===== src/design/mbq_pkg.sv =====
`default_nettype none

package mbq_pkg;

  localparam int SampleBits  = 24;
  localparam int MaxChannels = 8;
  localparam int ChanBits    = 3;
  localparam int CoefBits    = 32;
  localparam int StBits      = 48;
  localparam int YSplit      = 24;
  localparam int MulBBits    = (SampleBits > YSplit + 1) ? SampleBits : YSplit + 1;
  localparam int ProdBits    = CoefBits + MulBBits;
  localparam int AccBits     = 56;
  localparam int CombBits    = ProdBits + YSplit;
  localparam int FbShift     = 30;
  localparam int PShift      = SampleBits - 11;
  localparam int OShift      = 41 - SampleBits;
  localparam int RegIdxBits  = 3;

  localparam logic signed [AccBits-1:0] StMaxAcc =
    {{(AccBits-StBits+1){1'b0}}, {(StBits-1){1'b1}}};
  localparam logic signed [AccBits-1:0] StMinAcc = ~StMaxAcc;
  localparam logic signed [StBits:0] RndHalf = (StBits+1)'(1) << (OShift - 1);
  localparam logic signed [StBits:0] OutMax =
    {{(StBits-SampleBits+2){1'b0}}, {(SampleBits-1){1'b1}}};
  localparam logic signed [StBits:0] OutMin = ~OutMax;

  localparam logic signed [CoefBits-1:0] CoefOne = CoefBits'(32'h4000_0000);

  typedef enum logic [RegIdxBits-1:0] {
    REG_B0 = 3'd0,
    REG_B1 = 3'd1,
    REG_B2 = 3'd2,
    REG_A1 = 3'd3,
    REG_A2 = 3'd4
  } reg_idx_e;

  typedef enum logic [3:0] {
    ST_IDLE,
    ST_B1,
    ST_B2,
    ST_A1H,
    ST_A1L,
    ST_A2H,
    ST_A2L,
    ST_FIN,
    ST_WR
  } state_e;

  typedef enum logic [3:0] {
    OP_NONE,
    OP_LOAD,
    OP_B1,
    OP_B2,
    OP_A1H,
    OP_A1L,
    OP_A2H,
    OP_A2L,
    OP_FIN,
    OP_WR
  } op_e;

  typedef struct packed {
    op_e op;
  } cmd_t;

  typedef struct packed {
    logic out_free;
  } status_t;

  typedef struct packed {
    logic signed [CoefBits-1:0] b0;
    logic signed [CoefBits-1:0] b1;
    logic signed [CoefBits-1:0] b2;
    logic signed [CoefBits-1:0] a1;
    logic signed [CoefBits-1:0] a2;
  } coef_t;

  typedef struct packed {
    logic signed [SampleBits-1:0] sample_in;
    logic [ChanBits-1:0]          chan;
    logic                         restart;
  } in_req_t;

  typedef struct packed {
    logic signed [SampleBits-1:0] sample_out;
    logic [ChanBits-1:0]          chan_out;
    logic                         clipped;
  } out_req_t;

  typedef struct packed {
    logic                     clip;
    logic signed [StBits-1:0] val;
  } sat_t;

  function automatic sat_t sat_st(input logic signed [AccBits-1:0] v);
    sat_t r;
    r.clip = 1'b0;
    r.val  = v[StBits-1:0];
    if (v > StMaxAcc) begin
      r.clip = 1'b1;
      r.val  = StMaxAcc[StBits-1:0];
    end else if (v < StMinAcc) begin
      r.clip = 1'b1;
      r.val  = StMinAcc[StBits-1:0];
    end
    return r;
  endfunction

  function automatic logic signed [AccBits-1:0] bx_of(input logic signed [ProdBits-1:0] p);
    logic signed [ProdBits-1:0] s;
    s = p >>> PShift;
    return AccBits'(s);
  endfunction

  // floor((hi * 2^24 + lo) / 2^30)
  function automatic logic signed [AccBits-1:0] fb_comb(
    input logic signed [ProdBits-1:0] hi,
    input logic signed [ProdBits-1:0] lo
  );
    logic signed [CombBits-1:0] full;
    logic signed [CombBits-1:0] sh;
    full = (CombBits'(hi) <<< YSplit) + CombBits'(lo);
    sh   = full >>> FbShift;
    return AccBits'(sh);
  endfunction

endpackage

`default_nettype wire


===== src/design/mbq_cfg.sv =====
`default_nettype none

module mbq_cfg (
  input  wire logic                           clk_i,
  input  wire logic                           rst_ni,
  input  wire logic                           cfg_we_i,
  input  wire logic [mbq_pkg::RegIdxBits-1:0] cfg_idx_i,
  input  wire logic [mbq_pkg::CoefBits-1:0]   cfg_wdata_i,
  output mbq_pkg::coef_t                      coef_o
);
  import mbq_pkg::*;

  coef_t coef_q, coef_d;

  always_comb begin
    coef_d = coef_q;
    if (cfg_we_i) begin
      case (cfg_idx_i)
        REG_B0:  coef_d.b0 = $signed(cfg_wdata_i);
        REG_B1:  coef_d.b1 = $signed(cfg_wdata_i);
        REG_B2:  coef_d.b2 = $signed(cfg_wdata_i);
        REG_A1:  coef_d.a1 = $signed(cfg_wdata_i);
        REG_A2:  coef_d.a2 = $signed(cfg_wdata_i);
        default: coef_d = coef_q;
      endcase
    end
  end

  always_ff @(posedge clk_i or negedge rst_ni) begin
    if (!rst_ni) begin
      coef_q.b0 <= CoefOne;
      coef_q.b1 <= '0;
      coef_q.b2 <= '0;
      coef_q.a1 <= '0;
      coef_q.a2 <= '0;
    end else begin
      coef_q <= coef_d;
    end
  end

  assign coef_o = coef_q;

endmodule

`default_nettype wire


===== src/design/mbq_ctrl.sv =====
`default_nettype none

module mbq_ctrl (
  input  wire logic        clk_i,
  input  wire logic        rst_ni,
  input  wire logic        in_valid_i,
  output logic             in_stall_o,
  input  mbq_pkg::status_t status_i,
  output mbq_pkg::cmd_t    cmd_o
);
  import mbq_pkg::*;

  state_e state_q, state_d;
  logic   accept;

  assign accept = in_valid_i && (state_q == ST_IDLE);

  always_comb begin
    state_d = state_q;
    case (state_q)
      ST_IDLE: if (accept) state_d = ST_B1;
      ST_B1:   state_d = ST_B2;
      ST_B2:   state_d = ST_A1H;
      ST_A1H:  state_d = ST_A1L;
      ST_A1L:  state_d = ST_A2H;
      ST_A2H:  state_d = ST_A2L;
      ST_A2L:  state_d = ST_FIN;
      ST_FIN:  state_d = ST_WR;
      ST_WR:   if (status_i.out_free) state_d = ST_IDLE;
      default: state_d = ST_IDLE;
    endcase
  end

  always_comb begin
    in_stall_o = (state_q != ST_IDLE);
    cmd_o.op   = OP_NONE;
    case (state_q)
      ST_IDLE: cmd_o.op = accept ? OP_LOAD : OP_NONE;
      ST_B1:   cmd_o.op = OP_B1;
      ST_B2:   cmd_o.op = OP_B2;
      ST_A1H:  cmd_o.op = OP_A1H;
      ST_A1L:  cmd_o.op = OP_A1L;
      ST_A2H:  cmd_o.op = OP_A2H;
      ST_A2L:  cmd_o.op = OP_A2L;
      ST_FIN:  cmd_o.op = OP_FIN;
      ST_WR:   cmd_o.op = status_i.out_free ? OP_WR : OP_NONE;
      default: cmd_o.op = OP_NONE;
    endcase
  end

  always_ff @(posedge clk_i or negedge rst_ni) begin
    if (!rst_ni) begin
      state_q <= ST_IDLE;
    end else begin
      state_q <= state_d;
    end
  end

endmodule

`default_nettype wire


===== src/design/mbq_dp.sv =====
`default_nettype none

module mbq_dp (
  input  wire logic         clk_i,
  input  wire logic         rst_ni,
  input  mbq_pkg::in_req_t  in_req_i,
  input  mbq_pkg::coef_t    coef_i,
  input  mbq_pkg::cmd_t     cmd_i,
  output mbq_pkg::status_t  status_o,
  output logic              out_valid_o,
  input  wire logic         out_stall_i,
  output mbq_pkg::out_req_t out_req_o
);
  import mbq_pkg::*;

  logic signed [StBits-1:0]     delay_one_q [MaxChannels];
  logic signed [StBits-1:0]     delay_two_q [MaxChannels];

  logic [ChanBits-1:0]          ch_q;
  logic signed [SampleBits-1:0] x_q;
  logic signed [StBits-1:0]     d1r_q, d2r_q, y_q, d1n_q;
  logic signed [ProdBits-1:0]   prod_q, hi_q;
  logic signed [AccBits-1:0]    t1_q, t2_q, fb_q;
  logic                         clip_q;
  out_req_t                     out_q;
  logic                         out_valid_q;

  logic signed [CoefBits-1:0]   mul_a;
  logic signed [MulBBits-1:0]   mul_b, yh, yl;
  logic signed [ProdBits-1:0]   prod_d;
  logic signed [AccBits-1:0]    bx, fb_new;
  sat_t                         y_sat, d1_sat, d2_sat;
  logic signed [StBits:0]       rnd, osh;
  logic signed [SampleBits-1:0] o_val;
  logic                         o_clip;

  assign yh = MulBBits'($signed(y_q[StBits-1:YSplit]));
  assign yl = MulBBits'($signed({1'b0, y_q[YSplit-1:0]}));

  // shared multiplier operand select
  always_comb begin
    mul_a = coef_i.b0;
    mul_b = MulBBits'($signed(x_q));
    case (cmd_i.op)
      OP_LOAD: begin
        mul_a = coef_i.b0;
        mul_b = MulBBits'($signed(in_req_i.sample_in));
      end
      OP_B1:   mul_a = coef_i.b1;
      OP_B2:   mul_a = coef_i.b2;
      OP_A1H: begin
        mul_a = coef_i.a1;
        mul_b = yh;
      end
      OP_A1L: begin
        mul_a = coef_i.a1;
        mul_b = yl;
      end
      OP_A2H: begin
        mul_a = coef_i.a2;
        mul_b = yh;
      end
      OP_A2L: begin
        mul_a = coef_i.a2;
        mul_b = yl;
      end
      default: mul_a = coef_i.b0;
    endcase
  end

  assign prod_d = ProdBits'(mul_a) * ProdBits'(mul_b);

  assign bx     = bx_of(prod_q);
  assign fb_new = fb_comb(hi_q, prod_q);
  assign y_sat  = sat_st(bx + AccBits'(d1r_q));
  assign d1_sat = sat_st(t1_q - fb_q);
  assign d2_sat = sat_st(t2_q - fb_q);

  // output rounding, half up, then clamp to sample width
  always_comb begin
    rnd    = (StBits+1)'(y_q) + RndHalf;
    osh    = rnd >>> OShift;
    o_clip = 1'b0;
    o_val  = osh[SampleBits-1:0];
    if (osh > OutMax) begin
      o_clip = 1'b1;
      o_val  = OutMax[SampleBits-1:0];
    end else if (osh < OutMin) begin
      o_clip = 1'b1;
      o_val  = OutMin[SampleBits-1:0];
    end
  end

  always_ff @(posedge clk_i) begin
    prod_q <= prod_d;
    case (cmd_i.op)
      OP_LOAD: begin
        x_q    <= in_req_i.sample_in;
        ch_q   <= in_req_i.chan;
        clip_q <= 1'b0;
        d1r_q  <= in_req_i.restart ? '0 : delay_one_q[in_req_i.chan];
        d2r_q  <= in_req_i.restart ? '0 : delay_two_q[in_req_i.chan];
      end
      OP_B1: begin
        y_q    <= y_sat.val;
        clip_q <= clip_q | y_sat.clip;
      end
      OP_B2:   t1_q <= bx + AccBits'(d2r_q);
      OP_A1H:  t2_q <= bx;
      OP_A1L:  hi_q <= prod_q;
      OP_A2H:  fb_q <= fb_new;
      OP_A2L: begin
        d1n_q  <= d1_sat.val;
        clip_q <= clip_q | d1_sat.clip;
        hi_q   <= prod_q;
      end
      OP_FIN:  fb_q <= fb_new;
      OP_WR: begin
        out_q.sample_out <= o_val;
        out_q.chan_out   <= ch_q;
        out_q.clipped    <= clip_q | d2_sat.clip | o_clip;
      end
      default: clip_q <= clip_q;
    endcase
  end

  always_ff @(posedge clk_i or negedge rst_ni) begin
    if (!rst_ni) begin
      out_valid_q <= 1'b0;
      for (int i = 0; i < MaxChannels; i++) begin
        delay_one_q[i] <= '0;
        delay_two_q[i] <= '0;
      end
    end else begin
      if (cmd_i.op == OP_WR) begin
        out_valid_q       <= 1'b1;
        delay_one_q[ch_q] <= d1n_q;
        delay_two_q[ch_q] <= d2_sat.val;
      end else if (!out_stall_i) begin
        out_valid_q <= 1'b0;
      end
    end
  end

  assign status_o.out_free = !out_valid_q || !out_stall_i;
  assign out_valid_o       = out_valid_q;
  assign out_req_o         = out_q;

endmodule

`default_nettype wire


===== src/design/multichannel_biquad_filter.sv =====
// a request runs through the B1, B2, A1H, A1L, A2H, A2L, FIN and WR states
// before its result is registered; new requests stall meanwhile, since the single
// shared 32x25 multiplier steps through the seven partial products in sequence
// the next request is taken while a finished result waits at the output
// reset: coefficients return to b0 = 1.0 and zero, all channel delay state clears
`default_nettype none

module multichannel_biquad_filter (
  input  wire logic                           clk_i,
  input  wire logic                           rst_ni,
  input  wire logic                           in_valid_i,
  output logic                                in_stall_o,
  input  mbq_pkg::in_req_t                    in_req_i,
  output logic                                out_valid_o,
  input  wire logic                           out_stall_i,
  output mbq_pkg::out_req_t                   out_req_o,
  input  wire logic                           cfg_we_i,
  input  wire logic [mbq_pkg::RegIdxBits-1:0] cfg_idx_i,
  input  wire logic [mbq_pkg::CoefBits-1:0]   cfg_wdata_i
);
  import mbq_pkg::*;

  coef_t   coef;
  cmd_t    cmd;
  status_t status;

  mbq_cfg u_cfg (
    .clk_i       (clk_i),
    .rst_ni      (rst_ni),
    .cfg_we_i    (cfg_we_i),
    .cfg_idx_i   (cfg_idx_i),
    .cfg_wdata_i (cfg_wdata_i),
    .coef_o      (coef)
  );

  mbq_ctrl u_ctrl (
    .clk_i      (clk_i),
    .rst_ni     (rst_ni),
    .in_valid_i (in_valid_i),
    .in_stall_o (in_stall_o),
    .status_i   (status),
    .cmd_o      (cmd)
  );

  mbq_dp u_dp (
    .clk_i       (clk_i),
    .rst_ni      (rst_ni),
    .in_req_i    (in_req_i),
    .coef_i      (coef),
    .cmd_i       (cmd),
    .status_o    (status),
    .out_valid_o (out_valid_o),
    .out_stall_i (out_stall_i),
    .out_req_o   (out_req_o)
  );

endmodule

`default_nettype wire


===== config.mk =====
export PLATFORM = sky130hd
export DESIGN_NAME = multichannel_biquad_filter
export DESIGN_NICKNAME = d
export VERILOG_FILES = /design/src/design/mbq_pkg.sv /design/src/design/mbq_cfg.sv /design/src/design/mbq_ctrl.sv /design/src/design/mbq_dp.sv /design/src/design/multichannel_biquad_filter.sv
export SDC_FILE = /design/constraint.sdc
export NUM_CORES = 2
export LEC_CHECK = 0
export BUFFER_PORTS_ARGS = -buffer_cell sky130_fd_sc_hd__buf_4
export CORE_UTILIZATION = 25
export CTS_CLUSTER_SIZE = 8
export DETAILED_ROUTE_END_ITERATION = 8
export PLACE_DENSITY = 0.48
export SLEW_MARGIN = 5
export SYNTH_ARGS = -nofsm -noshare
export SYNTH_HDL_FRONTEND = slang
export SYNTH_SLANG_ARGS = --single-unit

===== constraint.sdc =====
create_clock -name clk_i -period 32.2 [get_ports clk_i]
set_clock_uncertainty 0.05 [all_clocks]
set_input_delay 9.66 -clock clk_i [delete_from_list [all_inputs] [get_ports clk_i]]
set_output_delay 9.66 -clock clk_i [all_outputs]
set_load 0.1 [all_outputs]

==> metrics.md <==
| Metric | Value |
|---|---|
| Final TNS setup | 0 ps |
| Worst reg-to-reg path cell count | 30 |
| Worst Tran Pin Value | 1440 ps |
| EDFF count, synth | about 450 |
| Hold buffers post-CTS | 0 |
| I/O pins | 98 |
| Die X | 629 um |
| Min cycle time layout | 19,330 ps |
| Hold depth | 0 |
| Fin crit share | 0.600 |
| Die height | 629 um |
| Kind of end point of the critical path | flop |
| Per-cell routed wire length | 23.5 um |
| #FFs+latches synth | 1,439 |
| TritonCTS Buffers | 206 |
| Initial cell density of the core | 0.252 |
| Largest net degree at the start of global routing | approximately 160 |
| Core area | between 300,000 and 400,000 sq um |
| Status | finished, violations left |
| Final hold vios | 0 |
| Clock root buffer | clkbuf_16 |
| CP Launch Type | primary input |
| Die ar. | roughly 400,000 sq um |
| Nets | 10,416 |
| Row count | 229 |
| Worst path depth | 31 |
| Most common cell on crit path | fa_1 |
| DR pass1 iterations | 9 |
| Synth warnings | 0 |
| Syn nets | about 10,000 |
| Residual overflow from global routing | 0 |
| Global-route wire length before repair | 504 mm |
| Initial antenna violation count | 13 |
| Post-route ant nets | 0 |
| PortBufs | 97 |
| Filler cell count in the final layout | 40,219 |
| Worst-path clk slew | ~50 ps |
| Worst EP arrival | 19,990 ps |
| DRC viols | 8 |
| CTS tree | done |
| Slew Limit Fails | 0 |
| Post-CTS sizing | 0 |
| TritonCTS Sinks | 1,439 |
| Area growth syn-to-layout | 13.2% |
| CP max stage cell | buf_4 |
| Syn_area_per_cell | 10.8 sq um |
| Vias in the first global route | around 75,000 |
| Latest clock arrival within the worst-skew pair | 890 ps |
| Crit Path Class | primary input to flop |
| RSZ-0062 raised after global routing | no |
| Max-cap viol count | 1 |
| Final HPWL DP | 241 mm |
| R2R Setup Slk | 21,040 ps |
| Worst Hold Launch | u_dp.prod_q[10] |
| Via count | 70,935 |
| Starting DRT DRC Count | 6,682 |
| CP Max Fanout | 60 |
| Slowest stage delay, CP | a little under 800 ps |
| Synth unique cells | 87 |
| Post-Synthesis Cell Area | 98,200 sq um |
| Seq/Total Area, Yosys | 0.387 |
| Crit-path leading delay family | adder cells |
| Max frequency | 51.7 MHz |
| Worst hold path type | flop to flop |
| Worst r2r src | u_ctrl.state_q[3] |
| Gpl congestion | 0.936 |
| Clock buffer depth | 4 |
| Data required, critical path | around 33,000 ps |
| CP bufs+invs | 8 |
| H-tree Lvls | 4 |
| Critical R2R Capture | u_dp.prod_q[55] |
| Asr flop ratio synth | 0.648 |
| Top FF cell, synth | dfrtp_1 |
| GRT Resource Usage Total | 0.170 |
| Via density | 4.91 |
| Routed wire length | about 340 mm |
| Violated checks | design-rule violations, max-capacitance violations |
| Number of setup violations in the final report | 0 |
| Utilization after layout | 0.285 |
| Worst rel slew slack | 0.0109 |
| Post-CTS Repair Setup Buffers | 0 |
| Hold path endpoint | u_dp.hi_q[10] |
| Layout cells sized above 1 | 0.141 |
| Gate Count Post-Synth | between 9,000 and 10,000 |
metal layers:
metal	routed length, um	track usage
met5	196	0.00350
met1	150000	0.229
met2	152000	0.266
met4	13700	0.0639
met3	24100	0.0353
area by class of cell:
cell class / instances / area, sq um / share of cell area
clock inverter: 18 / 269 / 0.00242
inverter: 991 / 3720 / 0.0335
sequential: 1439 / 38000 / 0.342
timing repair buffer: 257 / 2000 / 0.0180
clock buffer: 320 / 5660 / 0.0509
tap: 5197 / 6500 / 0.0585
antenna: 10 / 25.0 / 0.000225
multi-input combinational: 6221 / 55000 / 0.495
layout by cell type, fill, tap and decap left out, drive strengths merged, types with 11 or more instances in the layout:
cell type | netlist | final
mux2 | 528 | 528
mux4 | 192 | 192
and4 | 14 | 14
nand2 | 879 | 879
nand3 | 75 | 75
nand4 | 33 | 33
nor3 | 48 | 48
or2 | 14 | 14
fa | 823 | 823
o211ai | 26 | 26
nor2b | 27 | 27
edfxtp | 449 | 449
and3 | 47 | 47
xnor2 | 184 | 184
o21ai | 265 | 265
o21bai | 46 | 46
nor4 | 11 | 11
buf | 63 | 256
a31oi | 42 | 42
a211oi | 34 | 34
a21oi | 700 | 700
a222oi | 50 | 50
inv | 990 | 994
clkinv | 1 | 14
mux2i | 131 | 131
clkbuf | 378 | 321
dfrtp | 932 | 932
ha | 409 | 409
a221oi | 13 | 13
nand2b | 45 | 45
o31ai | 14 | 14
nor2 | 1043 | 1043
dfxtp | 57 | 57
o21a | 36 | 36
a21o | 182 | 182
and2 | 48 | 48
xor2 | 112 | 112
logic make-up after synthesis:
kind of cell / synth area share
AOI/OAI and AO/OA: 0.0951
DFF: 0.387
xor gates and xnor gates: 0.0264
adders and majority gates: 0.220
muxes: 0.118
buffers and inverters: 0.0558
and+or+nand+nor: 0.0981
worst max-delay path by stage:
stage	slack (ps)	from	endpoint
floorplan	10810	in_valid_i	u_dp.prod_q[55]
global placement	12120	in_valid_i	u_dp.prod_q[56]
detailed placement	11990	in_valid_i	u_dp.prod_q[56]
CTS	12880	in_valid_i	u_dp.prod_q[56]
global route	12480	in_valid_i	u_dp.prod_q[55]
finish	12870	in_valid_i	u_dp.prod_q[55]
worst reg2reg max path, delay by kind of cell, from the launching register on:
| family | cells | cell delay, ps |
|---|---|---|
| AO/OA/AOI/OAI | 8 | 2040 |
| buffers and inverters | 6 | 1240 |
| flip-flops | 1 | 650 |
| AND/OR/NAND/NOR | 7 | 1740 |
| adder cells (fa/ha/maj) | 8 | 3990 |
| multiplexers | 1 | 1320 |
through the flow:
step	hold slack (ps)	cell area [sq um]	std cells	setup slack [ps]
floorplan	336	98200	9092	10810
global placement	337	105000	14105	12120
detailed placement	339	105000	14105	11990
CTS	354	111000	14443	12880
global route	356	111000	14444	12480
finish	352	111000	14453	12870
sequential cells by signal (all words and copies together), names as in the netlist, 3 cells and up:
name / cells
u_dp.fb_q: 51
u_dp.hi_q: 57
u_dp.ch_q: 3
u_dp.d1n_q: 48
u_dp.delay_two_q: 384
u_dp.t1_q: 49
u_ctrl.state_q: 4
u_dp.delay_one_q: 384
u_dp.t2_q: 44
u_cfg.coef_o: 160
u_dp.d1r_q: 48
u_dp.d2r_q: 48
u_dp.y_q: 48
u_dp.out_req_o: 28
u_dp.prod_q: 57
u_dp.x_q: 24
cell usage after synthesis, types with 10 or more instances:
cell / number / area [sq um]
nand3_1: 75 / 375
inv_1: 990 / 3720
nor4_1: 11 / 68.8
mux4_2: 192 / 4320
a21o_1: 182 / 1370
buf_1: 39 / 146
o21ai_2: 11 / 96.3
o211ai_1: 26 / 195
a21boi_0: 10 / 75.1
and2_1: 45 / 282
a31oi_1: 42 / 263
nor2b_1: 27 / 169
buf_2: 11 / 55.1
mux2i_1: 131 / 1310
o21ai_1: 23 / 115
xor2_1: 112 / 981
o21ai_0: 231 / 1160
nand4_1: 33 / 206
a222oi_1: 50 / 500
o31ai_1: 12 / 90.1
nand2b_1: 45 / 282
and4_1: 14 / 123
nor2_1: 1043 / 3920
clkbuf_1: 378 / 1420
nand2_1: 879 / 3300
a211oi_1: 33 / 248
a21oi_1: 699 / 3500
and3_1: 47 / 294
o21a_1: 36 / 270
o21bai_1: 46 / 345
dfrtp_1: 932 / 23300
fa_1: 823 / 16500
nor3_1: 48 / 240
edfxtp_1: 449 / 13500
dfxtp_1: 57 / 1140
a221oi_1: 13 / 114
mux2_2: 528 / 5950
or2_2: 13 / 81.3
buf_6: 12 / 135
ha_1: 409 / 5120
xnor2_1: 184 / 1610
Power is not shown: default switching activity piles up to over one toggle a cycle in this logic, so the estimate is an artifact.
